### config.mk
export PLATFORM = sky130hd
export DESIGN_NAME = qlsf_ctrl
export DESIGN_NICKNAME = d
export VERILOG_FILES = /design/src/hdl/qlsf_pkg.sv /design/src/hdl/qlsf_ctrl.sv
export SDC_FILE = /design/constraint.sdc
export NUM_CORES = 1
export LEC_CHECK = 0
export CAP_MARGIN = 20
export CELL_PAD_IN_SITES_DETAIL_PLACEMENT = 1
export CELL_PAD_IN_SITES_GLOBAL_PLACEMENT = 2
export CORE_ASPECT_RATIO = 1.4
export CORE_MARGIN = 2
export CORE_UTILIZATION = 37
export DETAILED_ROUTE_END_ITERATION = 10
export DONT_BUFFER_PORTS = 1
export MAX_ROUTING_LAYER = met4
export PLACE_DENSITY_LB_ADDON = 0.1
export SLEW_MARGIN = 25
export SYNTH_ARGS = -nofsm -noshare
export SYNTH_HDL_FRONTEND = slang
export SYNTH_SLANG_ARGS = --single-unit
export TNS_END_PERCENT = 10
### constraint.sdc
create_clock -name clk -period 2.8 [get_ports clk]
set_clock_uncertainty 0.2 [all_clocks]
set_input_delay 0.42 -clock clk [delete_from_list [all_inputs] [get_ports clk]]
set_output_delay 0.42 -clock clk [all_outputs]
set_load 0.01 [all_outputs]
### src/hdl/qlsf_pkg.sv
// Package: widths, operand codes and the Cramer term schedule of the quadratic fit.
`default_nettype none
package qlsf_pkg;

	localparam int COORD_BITS = 10;
	localparam int MAX_POINTS = 4096;
	localparam int FRAC_BITS  = 24;

	// Fixed port field widths
	localparam int IN_COORD_W = 10;
	localparam int COEF_W     = 48;
	localparam int PTS_W      = 13;

	// Internal widths
	localparam int CNT_W  = $clog2(MAX_POINTS + 1);
	localparam int S1_W   = COORD_BITS + CNT_W;
	localparam int S2_W   = 2 * COORD_BITS + CNT_W;
	localparam int S3_W   = 3 * COORD_BITS + CNT_W;
	localparam int S4_W   = 4 * COORD_BITS + CNT_W;
	localparam int SUM_W  = S4_W;
	localparam int PROD_W = 3 * SUM_W;
	localparam int ACC_W  = PROD_W + 3;
	localparam int NUM_W  = ACC_W - 1 + FRAC_BITS;
	localparam int STEP_W = $clog2(NUM_W);

	// Operand select codes
	localparam logic [2:0] OP_N  = 3'd0;
	localparam logic [2:0] OP_S1 = 3'd1;
	localparam logic [2:0] OP_S2 = 3'd2;
	localparam logic [2:0] OP_S3 = 3'd3;
	localparam logic [2:0] OP_S4 = 3'd4;
	localparam logic [2:0] OP_T0 = 3'd5;
	localparam logic [2:0] OP_T1 = 3'd6;
	localparam logic [2:0] OP_T2 = 3'd7;

	// Term groups: determinant, then one per coefficient
	localparam logic [1:0] GRP_DET   = 2'd0;
	localparam logic [1:0] GRP_CONST = 2'd1;
	localparam logic [1:0] GRP_LIN   = 2'd2;
	localparam logic [1:0] GRP_QUAD  = 2'd3;

	localparam int NUM_TERMS = 24;
	localparam int TERM_W    = $clog2(NUM_TERMS);

	typedef struct packed {
		logic       neg;
		logic [2:0] a;
		logic [2:0] b;
		logic [2:0] c;
		logic       grp_end;
		logic [1:0] grp;
	} term_t;

	// Controller to datapath commands
	typedef struct packed {
		logic              acc_clr;
		logic              mul_load1;
		logic              mul_load2;
		logic              mul_step;
		logic              acc_add;
		logic              det_latch;
		logic              div_load;
		logic              div_step;
		logic              coef_store;
		logic              load_out;
		logic              sums_clr;
		logic [TERM_W-1:0] term;
	} cmd_t;

	// Datapath to controller status
	typedef struct packed {
		logic busy;
		logic acc_zero;
	} stat_t;

	function automatic term_t mk(input logic neg, input logic [2:0] a, input logic [2:0] b,
			input logic [2:0] c, input logic ge, input logic [1:0] g);
		term_t t;
		t.neg = neg; t.a = a; t.b = b; t.c = c; t.grp_end = ge; t.grp = g;
		return t;
	endfunction

	// Products of the 3x3 cofactor expansions, positive terms first
	function automatic term_t term_of(input logic [TERM_W-1:0] idx);
		term_t t;
		unique case (idx)
			5'd0:  t = mk(1'b0, OP_N,  OP_S2, OP_S4, 1'b0, GRP_DET);
			5'd1:  t = mk(1'b0, OP_S1, OP_S2, OP_S3, 1'b0, GRP_DET);
			5'd2:  t = mk(1'b0, OP_S1, OP_S2, OP_S3, 1'b0, GRP_DET);
			5'd3:  t = mk(1'b1, OP_N,  OP_S3, OP_S3, 1'b0, GRP_DET);
			5'd4:  t = mk(1'b1, OP_S1, OP_S1, OP_S4, 1'b0, GRP_DET);
			5'd5:  t = mk(1'b1, OP_S2, OP_S2, OP_S2, 1'b1, GRP_DET);
			5'd6:  t = mk(1'b0, OP_T0, OP_S2, OP_S4, 1'b0, GRP_CONST);
			5'd7:  t = mk(1'b0, OP_S1, OP_S3, OP_T2, 1'b0, GRP_CONST);
			5'd8:  t = mk(1'b0, OP_S2, OP_S3, OP_T1, 1'b0, GRP_CONST);
			5'd9:  t = mk(1'b1, OP_T0, OP_S3, OP_S3, 1'b0, GRP_CONST);
			5'd10: t = mk(1'b1, OP_S1, OP_S4, OP_T1, 1'b0, GRP_CONST);
			5'd11: t = mk(1'b1, OP_S2, OP_S2, OP_T2, 1'b1, GRP_CONST);
			5'd12: t = mk(1'b0, OP_N,  OP_T1, OP_S4, 1'b0, GRP_LIN);
			5'd13: t = mk(1'b0, OP_T0, OP_S2, OP_S3, 1'b0, GRP_LIN);
			5'd14: t = mk(1'b0, OP_S1, OP_S2, OP_T2, 1'b0, GRP_LIN);
			5'd15: t = mk(1'b1, OP_N,  OP_S3, OP_T2, 1'b0, GRP_LIN);
			5'd16: t = mk(1'b1, OP_T0, OP_S1, OP_S4, 1'b0, GRP_LIN);
			5'd17: t = mk(1'b1, OP_S2, OP_S2, OP_T1, 1'b1, GRP_LIN);
			5'd18: t = mk(1'b0, OP_N,  OP_S2, OP_T2, 1'b0, GRP_QUAD);
			5'd19: t = mk(1'b0, OP_S1, OP_S2, OP_T1, 1'b0, GRP_QUAD);
			5'd20: t = mk(1'b0, OP_T0, OP_S1, OP_S3, 1'b0, GRP_QUAD);
			5'd21: t = mk(1'b1, OP_N,  OP_S3, OP_T1, 1'b0, GRP_QUAD);
			5'd22: t = mk(1'b1, OP_S1, OP_S1, OP_T2, 1'b0, GRP_QUAD);
			5'd23: t = mk(1'b1, OP_T0, OP_S2, OP_S2, 1'b1, GRP_QUAD);
			default: t = mk(1'b0, OP_N, OP_N, OP_N, 1'b1, GRP_QUAD);
		endcase
		return t;
	endfunction

endpackage
`default_nettype wire

### src/hdl/qlsf_ctrl.sv
// Controller: point acceptance and the solve sequencer.
`default_nettype none
module qlsf_ctrl import qlsf_pkg::*; (
	input  wire logic  clk,
	input  wire logic  arst_n,
	input  wire logic  in_valid,
	input  wire logic  in_last,
	output logic       in_ready,
	output logic       out_valid,
	input  wire logic  out_ready,
	input  wire stat_t stat,
	output cmd_t       cmd
);

	localparam logic [3:0] ST_IDLE   = 4'd0;
	localparam logic [3:0] ST_DRAIN  = 4'd1;
	localparam logic [3:0] ST_LOAD1  = 4'd2;
	localparam logic [3:0] ST_MUL1   = 4'd3;
	localparam logic [3:0] ST_LOAD2  = 4'd4;
	localparam logic [3:0] ST_MUL2   = 4'd5;
	localparam logic [3:0] ST_ACC    = 4'd6;
	localparam logic [3:0] ST_DET    = 4'd7;
	localparam logic [3:0] ST_DIVLD  = 4'd8;
	localparam logic [3:0] ST_DIV    = 4'd9;
	localparam logic [3:0] ST_STORE  = 4'd10;
	localparam logic [3:0] ST_FINISH = 4'd11;

	logic [3:0]        state_q, state_d;
	logic [TERM_W-1:0] term_q, term_d;
	logic [STEP_W-1:0] step_q, step_d;
	logic              out_valid_q;
	term_t             t;
	term_t             t_prev;

	assign t = term_of(term_q);
	assign t_prev = term_of(term_q - TERM_W'(1));
	assign in_ready = state_q == ST_IDLE;
	assign out_valid = out_valid_q;

	// Next state and commands
	always_comb begin
		state_d = state_q;
		term_d = term_q;
		step_d = step_q;
		cmd = '0;
		cmd.term = term_q;
		unique case (state_q)
			ST_IDLE: begin
				if (in_valid && in_last) begin
					state_d = ST_DRAIN;
				end
			end
			ST_DRAIN: begin
				term_d = '0;
				if (!stat.busy) begin
					state_d = ST_LOAD1;
				end
			end
			ST_LOAD1: begin
				cmd.mul_load1 = 1'b1;
				cmd.acc_clr = term_q == '0 || t_prev.grp_end;
				step_d = '0;
				state_d = ST_MUL1;
			end
			ST_MUL1: begin
				cmd.mul_step = 1'b1;
				step_d = step_q + STEP_W'(1);
				if (step_q == STEP_W'(SUM_W - 1)) begin
					state_d = ST_LOAD2;
				end
			end
			ST_LOAD2: begin
				cmd.mul_load2 = 1'b1;
				step_d = '0;
				state_d = ST_MUL2;
			end
			ST_MUL2: begin
				cmd.mul_step = 1'b1;
				step_d = step_q + STEP_W'(1);
				if (step_q == STEP_W'(SUM_W - 1)) begin
					state_d = ST_ACC;
				end
			end
			ST_ACC: begin
				cmd.acc_add = 1'b1;
				priority if (!t.grp_end) begin
					term_d = term_q + TERM_W'(1);
					state_d = ST_LOAD1;
				end else if (t.grp == GRP_DET) begin
					state_d = ST_DET;
				end else begin
					state_d = ST_DIVLD;
				end
			end
			ST_DET: begin
				cmd.det_latch = 1'b1;
				if (stat.acc_zero) begin
					state_d = ST_FINISH;
				end else begin
					term_d = term_q + TERM_W'(1);
					state_d = ST_LOAD1;
				end
			end
			ST_DIVLD: begin
				cmd.div_load = 1'b1;
				step_d = '0;
				state_d = ST_DIV;
			end
			ST_DIV: begin
				cmd.div_step = 1'b1;
				step_d = step_q + STEP_W'(1);
				if (step_q == STEP_W'(NUM_W - 1)) begin
					state_d = ST_STORE;
				end
			end
			ST_STORE: begin
				cmd.coef_store = 1'b1;
				if (term_q == TERM_W'(NUM_TERMS - 1)) begin
					state_d = ST_FINISH;
				end else begin
					term_d = term_q + TERM_W'(1);
					state_d = ST_LOAD1;
				end
			end
			ST_FINISH: begin
				if (!out_valid_q) begin
					cmd.load_out = 1'b1;
					cmd.sums_clr = 1'b1;
					state_d = ST_IDLE;
				end
			end
			default: state_d = ST_IDLE;
		endcase
	end

	always_ff @(posedge clk or negedge arst_n) begin
		if (!arst_n) begin
			state_q <= ST_IDLE;
			term_q <= '0;
			step_q <= '0;
			out_valid_q <= 1'b0;
		end else begin
			state_q <= state_d;
			term_q <= term_d;
			step_q <= step_d;
			if (cmd.load_out) begin
				out_valid_q <= 1'b1;
			end else if (out_ready) begin
				out_valid_q <= 1'b0;
			end
		end
	end

`ifndef SYNTHESIS
	a_term_range: assert property (@(posedge clk) disable iff (!arst_n)
		term_q < TERM_W'(NUM_TERMS))
		else $error("term index out of range");
	a_load_sets_valid: assert property (@(posedge clk) disable iff (!arst_n)
		cmd.load_out |=> out_valid_q && state_q == ST_IDLE)
		else $error("result load did not raise valid");
`endif

endmodule
`default_nettype wire

# ---- Yosys cells after proc, flatten, opt, wreduce, memory -nomap -nowiden
# Memory sizes are Yosys's and may differ from the RTL's.
# Index checks and enable logic that the tools add are counted.
dict set report op_classes {
  n_addsub 3
  mul 0
  div 0
  magnitude_cmp 0
  eq_ne 23
  shifts 0
  mux 28
  bitwise 0
  n_reduce_logical 13
}
# operator n
set op_table {}
lappend op_table {{4-bit one-hot mux with 12 select lines} 1}
lappend op_table {{4-bit two-way mux} 10}
lappend op_table {{5-bit one-hot mux with 4 select lines} 1}
lappend op_table {{4-bit by 3-bit == test with 1-bit output, second input constant} 4}
lappend op_table {{4-bit == test, second input constant} 4}
lappend op_table {{2-bit inequality test, second input constant} 8}
lappend op_table {{8-bit one-hot mux with 2 select lines} 1}
lappend op_table {{5-bit two-way mux} 3}
lappend op_table {{1-bit two-way mux} 9}
lappend op_table {{8-bit by 1-bit adder with 8-bit output, second input constant} 1}
lappend op_table {{4-bit by 2-bit == test with 1-bit output, second input constant} 2}
lappend op_table {{8-bit by 6-bit == test with 1-bit output, second input constant} 1}
lappend op_table {{8-bit == test, second input constant} 1}
lappend op_table {{2-bit two-way mux} 3}
lappend op_table {{6-bit AND reduction} 1}
lappend op_table {{3-bit OR reduction} 2}
lappend op_table {{5-bit by 1-bit adder with 5-bit output, second input constant} 1}
lappend op_table {{5-bit == test, second input constant} 1}
lappend op_table {{5-bit logical NOT} 1}
lappend op_table {{5-bit by 1-bit subtractor with 5-bit output, second input constant} 1}
lappend op_table {{4-bit by 1-bit == test with 1-bit output, second input constant} 1}
lappend op_table {{4-bit logical NOT} 1}
lappend op_table {{4-bit AND reduction} 1}
lappend op_table {{2-bit nonzero test} 2}
lappend op_table {{6 further kinds} 6}
dict set report totals {
  ff_bits 18
  latchBits 0
  ram_bits 0
  mem_bits_ro 832
  wordCells 73
  mem_count 2
}
# memory words word_bits read_ports rd_clocked_by_memory_dff write_ports line_no
set memory_table {}
lappend memory_table {{(name not given)} 32 13 1 0 0 qlsf_pkg.sv:86} ;# unique case (idx)
lappend memory_table {{(name not given)} 32 13 1 0 0 qlsf_pkg.sv:86}

# ---- Longest topological paths before layout
# Gate-level depths: netlist of run 1.
# An unclocked memory read counts as a cell.
dict set report depth {
  depth_word 5
  mapped_depth 7
  mapped_depth_nobuf 7
}

# ---- Worst setup path after synthesis of run 1
# No wires, ideal clock.
dict set report synth_path {
  path_kind {register to output}
  start {register term_q[0]}
  end {output port cmd[15] in the netlist's numbering}
  t_arrival_ps 1790
  required_time_ps 2180
  path_slack_ps 390
  stages_incl_launch_ff 8
  path_buffers 0
  path_cell_list {dfrtp_1 -> inv_1 -> ha_1 -> xnor2_1 -> nor2b_1 -> a21oi_1 -> a22o_1 -> a311oi_1}
}
# element line_no
set synth_rtl {}
lappend synth_rtl {{start, declared} qlsf_ctrl.sv:29} ;# logic [TERM_W-1:0] term_q, term_d;
lappend synth_rtl {{start signal, assigned} qlsf_ctrl.sv:144} ;# term_q <= term_d;
lappend synth_rtl {{end, declared} qlsf_ctrl.sv:12} ;# output cmd_t cmd

==> results.txt, run 1 <==
worst-skew pair later-pin latency: 250 ps
CP startpoint kind: flip-flop
Gate Count Post-Synth: 173
Max-Cap Viols: 0
die height: 77.9 um
mapped cell area: 1450 sq um
Synthesis Warnings: 0
CTS tree: yes
Mean Syn Cell Area: 8.35 sq um
I/O Buffers: 0
global-route met2 utilization: 38.5%
initial antenna violation count: 0
Seq/Total Area, Yosys: 31.2%
final core utilization: 43.5%
DRC violations left: 0
CTS sink cnt: 18
GR peak layer: met2
grt total ovfl: 0
CTS root buffer: clkbuf_8
M1 GR Usage: 19.5%
fraction of registers with async set/reset: 100%
die footprint: 4430 sq um
vias per cell: 6.10
Synth Register Bits: 18
worst-path fanout max: 7
H-tree Lvls: 1
io pins: 25
HP Class: in2reg
EDFF count, synth: 0
reg2reg start: state_q[2]
most common cell after layout, fill and taps aside: nand2_1
Nets: 196
first-pass GRT wire length: 6.89 mm
drt wl/cell: 18.8 um
Net Count, Synth: 188
number of placement rows: 26
routability congestion estimate: 0.817
hold path startpoint: out_ready
Worst path max stage delay: 480 ps
Pleak: 0.000656 uW
Pwr Density: 281 nW/um^2
Yosys cell types: 47
DRT iter0 DRCs: 39
status: complete, no violations
M3 GR Usage: 3.83%
RSZ-0062 raised after global routing: no
dominant cell type by area after synthesis: dfrtp_1
Finish-stage setup viols: 0
Area contributors post-synth: dfrtp_1 (31%), ha_1 (6.9%), nand2_1 (5.2%)
post-route insts no fill: 221
core area: 3710 sq um
Layout fillers: 463
period utilisation layout: 95.5%
post-DP HPWL: 3.24 mm
Critical Path AT: 2060 ps
share of post-route cells with drive strength above 1: 16.8%
CTS Buf Count: 3
Cell Chain, Critical Path: inv_1 -> ha_2 -> nor4b_2 -> a21oi_1 -> a22o_1 -> a311oi_2
Synth top area share: 31.2%
Initial Utilization: 39.0%
area grow syn2layout: 11.6%
CP Capture Type: output port
Critical-path top delay cell: dfrtp_2
Crit path required time: 2180 ps
setup TNS: 0 ps
top_reg_cell synth: dfrtp_1
Slew Viols, Final: 0
vias in the first global route: 1483
vias: 1349
Antenna Violating Nets Remaining: 0
clock slew at reported path FFs: 70 ps
max frequency: 374 MHz
Setup CP Type: reg2out
Final Hold Slack: 44.9 ps
Ant. Diodes: 0
commonest non-fill, non-tap cells in the layout: nand2_1 (20), dfrtp_1 (16), o21ai_0 (14)
Max VDD drop: 0.000224 V
crit path from: term_q[0]
DRT Pass-1 Iters: 4
clock buffer depth: 2
die extent in x: 56.8 um
Worst slew margin: 38.1%
Routed WL: 4.15 mm
Least-Margin Pin Slew: 925 ps
placed cell count: 216
Fin. Hold Viols: 0
largest net degree at the start of global routing: 19
gr usage total: 20.2%
fin crit period: 2680 ps
final cells by class:
type	count	area, sq um	area share (%)
inverters	10	37.5	2.33
clock buffers	3	41.3	2.56
well taps	42	52.6	3.26
repair buffers	12	90.1	5.59
flip-flops and latches	18	453	28.1
multi-input cells	136	938	58.2
power by group:
part	total (uW)	leakage, uW	internal (uW)	switching [uW]
combinational	6.85	0.000436	1.14	5.71
clock	187	0.0000216	95.7	91.4
sequential	260	0.000199	260	0.0000000000000424
synth_stat cells, drive strengths merged (3+ instances only):
cell / number
buf: 7
nor3: 5
ha: 8
or4: 3
nand3: 6
a311oi: 3
nor2b: 3
o21a: 3
nor4: 3
mux2i: 3
nand2: 20
nor2: 12
a21oi: 4
inv: 10
o211ai: 3
o31ai: 5
dfrtp: 18
o21ai: 14
mux2: 3
xnor2: 3
nand2b: 6
worst max-delay path, delay by kind of cell (launching register included):
family / cells / cell delay, ps
and+or+nand+nor: 1 / 230
buffers and inverters: 1 / 130
AOI/OAI and AO/OA: 3 / 710
DFF: 1 / 480
adders and majority gates: 1 / 250
path summary, 6_finish.rpt:
path,to,slack [ps],depth (start not counted)
max in group asynchronous,term_q[1],1230,1
min,out_valid,40,1
max reg2reg,step_q[7],250,5
min reg2reg,step_q[6],300,1
min in group asynchronous,term_q[2],550,1
max,cmd[15],120,6
what timing repair did:
action,4_1_cts,5_1_grt
hold endpoints to repair,18,0
resized for setup,2,5
setup endpoints to repair,1,1
pin swaps,0,1
buffers inserted,0,1
hold buffers,1,0
cell families after synthesis:
logic type                 count (synthesis)  share of synthesized area [%]
AOI/OAI and AO/OA                         47                           23.3
and+or+nand+nor                           72                           26.6
muxes                                      6                           4.42
DFF                                       18                           31.2
adders and majority gates                  8                           6.93
buffers and inverters                     19                           5.80
xor gates and xnor gates                   3                           1.82
registers in the layout (all words and copies together), names as in the netlist:
name	count
state_q	4
step_q	8
term_q	5
out_valid	1
metal layers:
| layer | wire, um | share of wire [%] | up-vias |
|---|---|---|---|
| li1 | - | - | 644 |
| met1 | 1580 | 38 | 670 |
| met2 | 2350 | 57 | 23 |
| met3 | 106 | 2.6 | 12 |
| met4 | 116 | 2.8 | 0 |
| met5 | 0 | 0 | - |
metrics by stage:
| stage | area [sq um] | setup WS [ps] | power [uW] |
|---|---|---|---|
| 4_1_cts | 1590 | 66.4 | 458 |
| 3_5_place_dp | 1530 | 126 | 265 |
| 2_1_floorplan | 1450 | 390 | 265 |
| 6_report | 1610 | 125 | 454 |
| 5_1_grt | 1610 | 15.6 | 471 |
| 3_3_place_gp | 1530 | 247 | 265 |
No activity file was read; power rests on OpenSTA's default activity.
==> inputs of run 2 (changes only) <==
Settings changed: MAX_ROUTING_LAYER met4 to not set.
==> run 2 against run 1 <==
First-iteration DRC count is 38% higher. Die area is the same. Largest cell class unchanged. Combinational power hardly changed.
==> results.txt, run 2 (synthesis results as in run 1) <==
status: complete, no violations
max reg flops: 8 (unchanged)
max frequency: 373 MHz (-0.30%)
I/O Buffers: 0 (unchanged)
vias: 1339 (-0.74%)
number of placement rows: 26 (unchanged)
largest net degree at the start of global routing: 19 (unchanged)
clock slew at reported path FFs: 70 ps (about the same)
Biggest register: step_q
period utilisation layout: 95.8% (+0.29 points)
die extent in x: 56.8 um (unchanged)
fin crit period: 2680 ps (+8.14 ps)
drt wl/cell: 18.9 um (+0.39%)
H-tree Lvls: 1 (unchanged)
worst-path fanout max: 7 (unchanged)
Setup CP Type: reg2out
core area: 3710 sq um (unchanged)
CTS root buffer: clkbuf_8
Antenna Violating Nets Remaining: 0 (unchanged)
routability congestion estimate: 0.805 (-1.4%)
io pins: 25 (unchanged)
DRC violations left: 0 (unchanged)
fin worst setup slack: 117 ps (-8.14 ps)
CTS tree: yes
first-pass GRT wire length: 6.89 mm (+0.10%)
Pwr Density: 282 nW/um^2 (about the same)
post-DP HPWL: 3.24 mm (unchanged)
Worst slew margin: 38.4% (+0.32 points)
Critical Path AT: 2060 ps (about the same)
worst-skew pair later-pin latency: 250 ps (about the same)
share of post-route cells with drive strength above 1: 16.8% (unchanged)
commonest non-fill, non-tap cells in the layout: nand2_1 (20), dfrtp_1 (16), o21ai_0 (14)
gr usage total: 19.7% (-0.53 points)
RSZ-0062 raised after global routing: no
Initial Utilization: 39.0% (unchanged)
die footprint: 4430 sq um (unchanged)
Nets: 196 (unchanged)
vias in the first global route: 1481 (-0.13%)
vias per cell: 6.06 (-0.74%)
most common cell after layout, fill and taps aside: nand2_1
Crit path required time: 2180 ps (about the same)
Max VDD drop: 0.000225 V (+0.36%)
Slew Viols, Final: 0 (unchanged)
Finish-stage setup viols: 0 (unchanged)
HP Class: in2reg
CTS sink cnt: 18 (unchanged)
Place WS: 126 ps (unchanged)
final core utilization: 43.5% (unchanged)
CP Capture Type: output port
clock buffer depth: 2 (unchanged)
biggest regs: step_q (8), term_q (5), state_q (4)
DRT Pass-1 Iters: 4 (unchanged)
grt total ovfl: 0 (unchanged)
Pleak: 0.000656 uW (unchanged)
Least-Margin Pin Slew: 920 ps (-4.80 ps)
DRT iter0 DRCs: 54 (+38%)
die height: 77.9 um (unchanged)
Max-Cap Viols: 0 (unchanged)
Tot Pwr: 454 uW (about the same)
CTS Buf Count: 3 (unchanged)
area grow syn2layout: 11.6% (unchanged)
setup TNS: 0 ps (unchanged)
Cell Area, Placed: 1530 sq um (unchanged)
Fin. Hold Viols: 0 (unchanged)
initial antenna violation count: 0 (unchanged)
CP startpoint kind: flip-flop
Ant. Diodes: 0 (unchanged)
Final Cell Area: 1610 sq um (unchanged)
Routed WL: 4.17 mm (+0.39%)
## run 2: cell type report
type / count / area, sq um
fillers: 463 / 2100
multi-input cells: 136 / 938
flip-flops and latches: 18 / 453
repair buffers: 12 / 90.1
well taps: 42 / 52.6
clock buffers: 3 / 41.3
inverters: 10 / 37.5
## run 2: per-stage QoR
stage               std cells  hold slack [ps]
floorplan                 173            -75.6
global placement          216            -75.0
detailed placement        216            -75.0
CTS                       220             44.7
global route              221             41.7
finish                    221             44.9
## run 2: metal layers
| metal | global-route usage (%) | wire [um] |
|---|---|---|
| met5 | 0 | 0 |
| met4 | 8.14 | 117 |
| met3 | 3.83 | 100 |
| met2 | 38.5 | 2350 |
| met1 | 19.5 | 1600 |
## run 2: power breakdown
part | internal [uW] | switching (uW) | leakage [uW]
logic | 1.14 | 5.68 | 0.000436
registers | 260 | 0.0000000000000425 | 0.000199
clock network | 95.7 | 91.7 | 0.0000216
total | 357 | 97.4 | 0.000656
## run 2: critical path, stage by stage, from the launching register on
cell	delay (ps)
dfrtp_2	480
inv_1	130
ha_2	250
nor4b_2	240
a21oi_1	110
a22o_1	250
a311oi_2	350
## run 2: what timing repair did
action / 4_1_cts / 5_1_grt
resized for setup: 2 / 5
setup buffers: 0 / 1
endpoints found under the setup margin: 1 / 1
hold buffers: 1 / 0
hold endpoints to repair: 18 / 0
pin swaps: 0 / 1
## run 2: path summary, 6_finish.rpt
kind                            depth (start not counted)  slack (ps)        from        end
worst max-delay path                                    6         120   term_q[0]    cmd[15]
worst min-delay path                                    1          40   out_ready  out_valid
worst max register to register                          5         240  state_q[2]  step_q[7]
worst min register to register                          1         300   step_q[6]  step_q[6]
max in group asynchronous                               1        1240      arst_n  term_q[1]
min in group asynchronous                               1         540      arst_n  term_q[2]
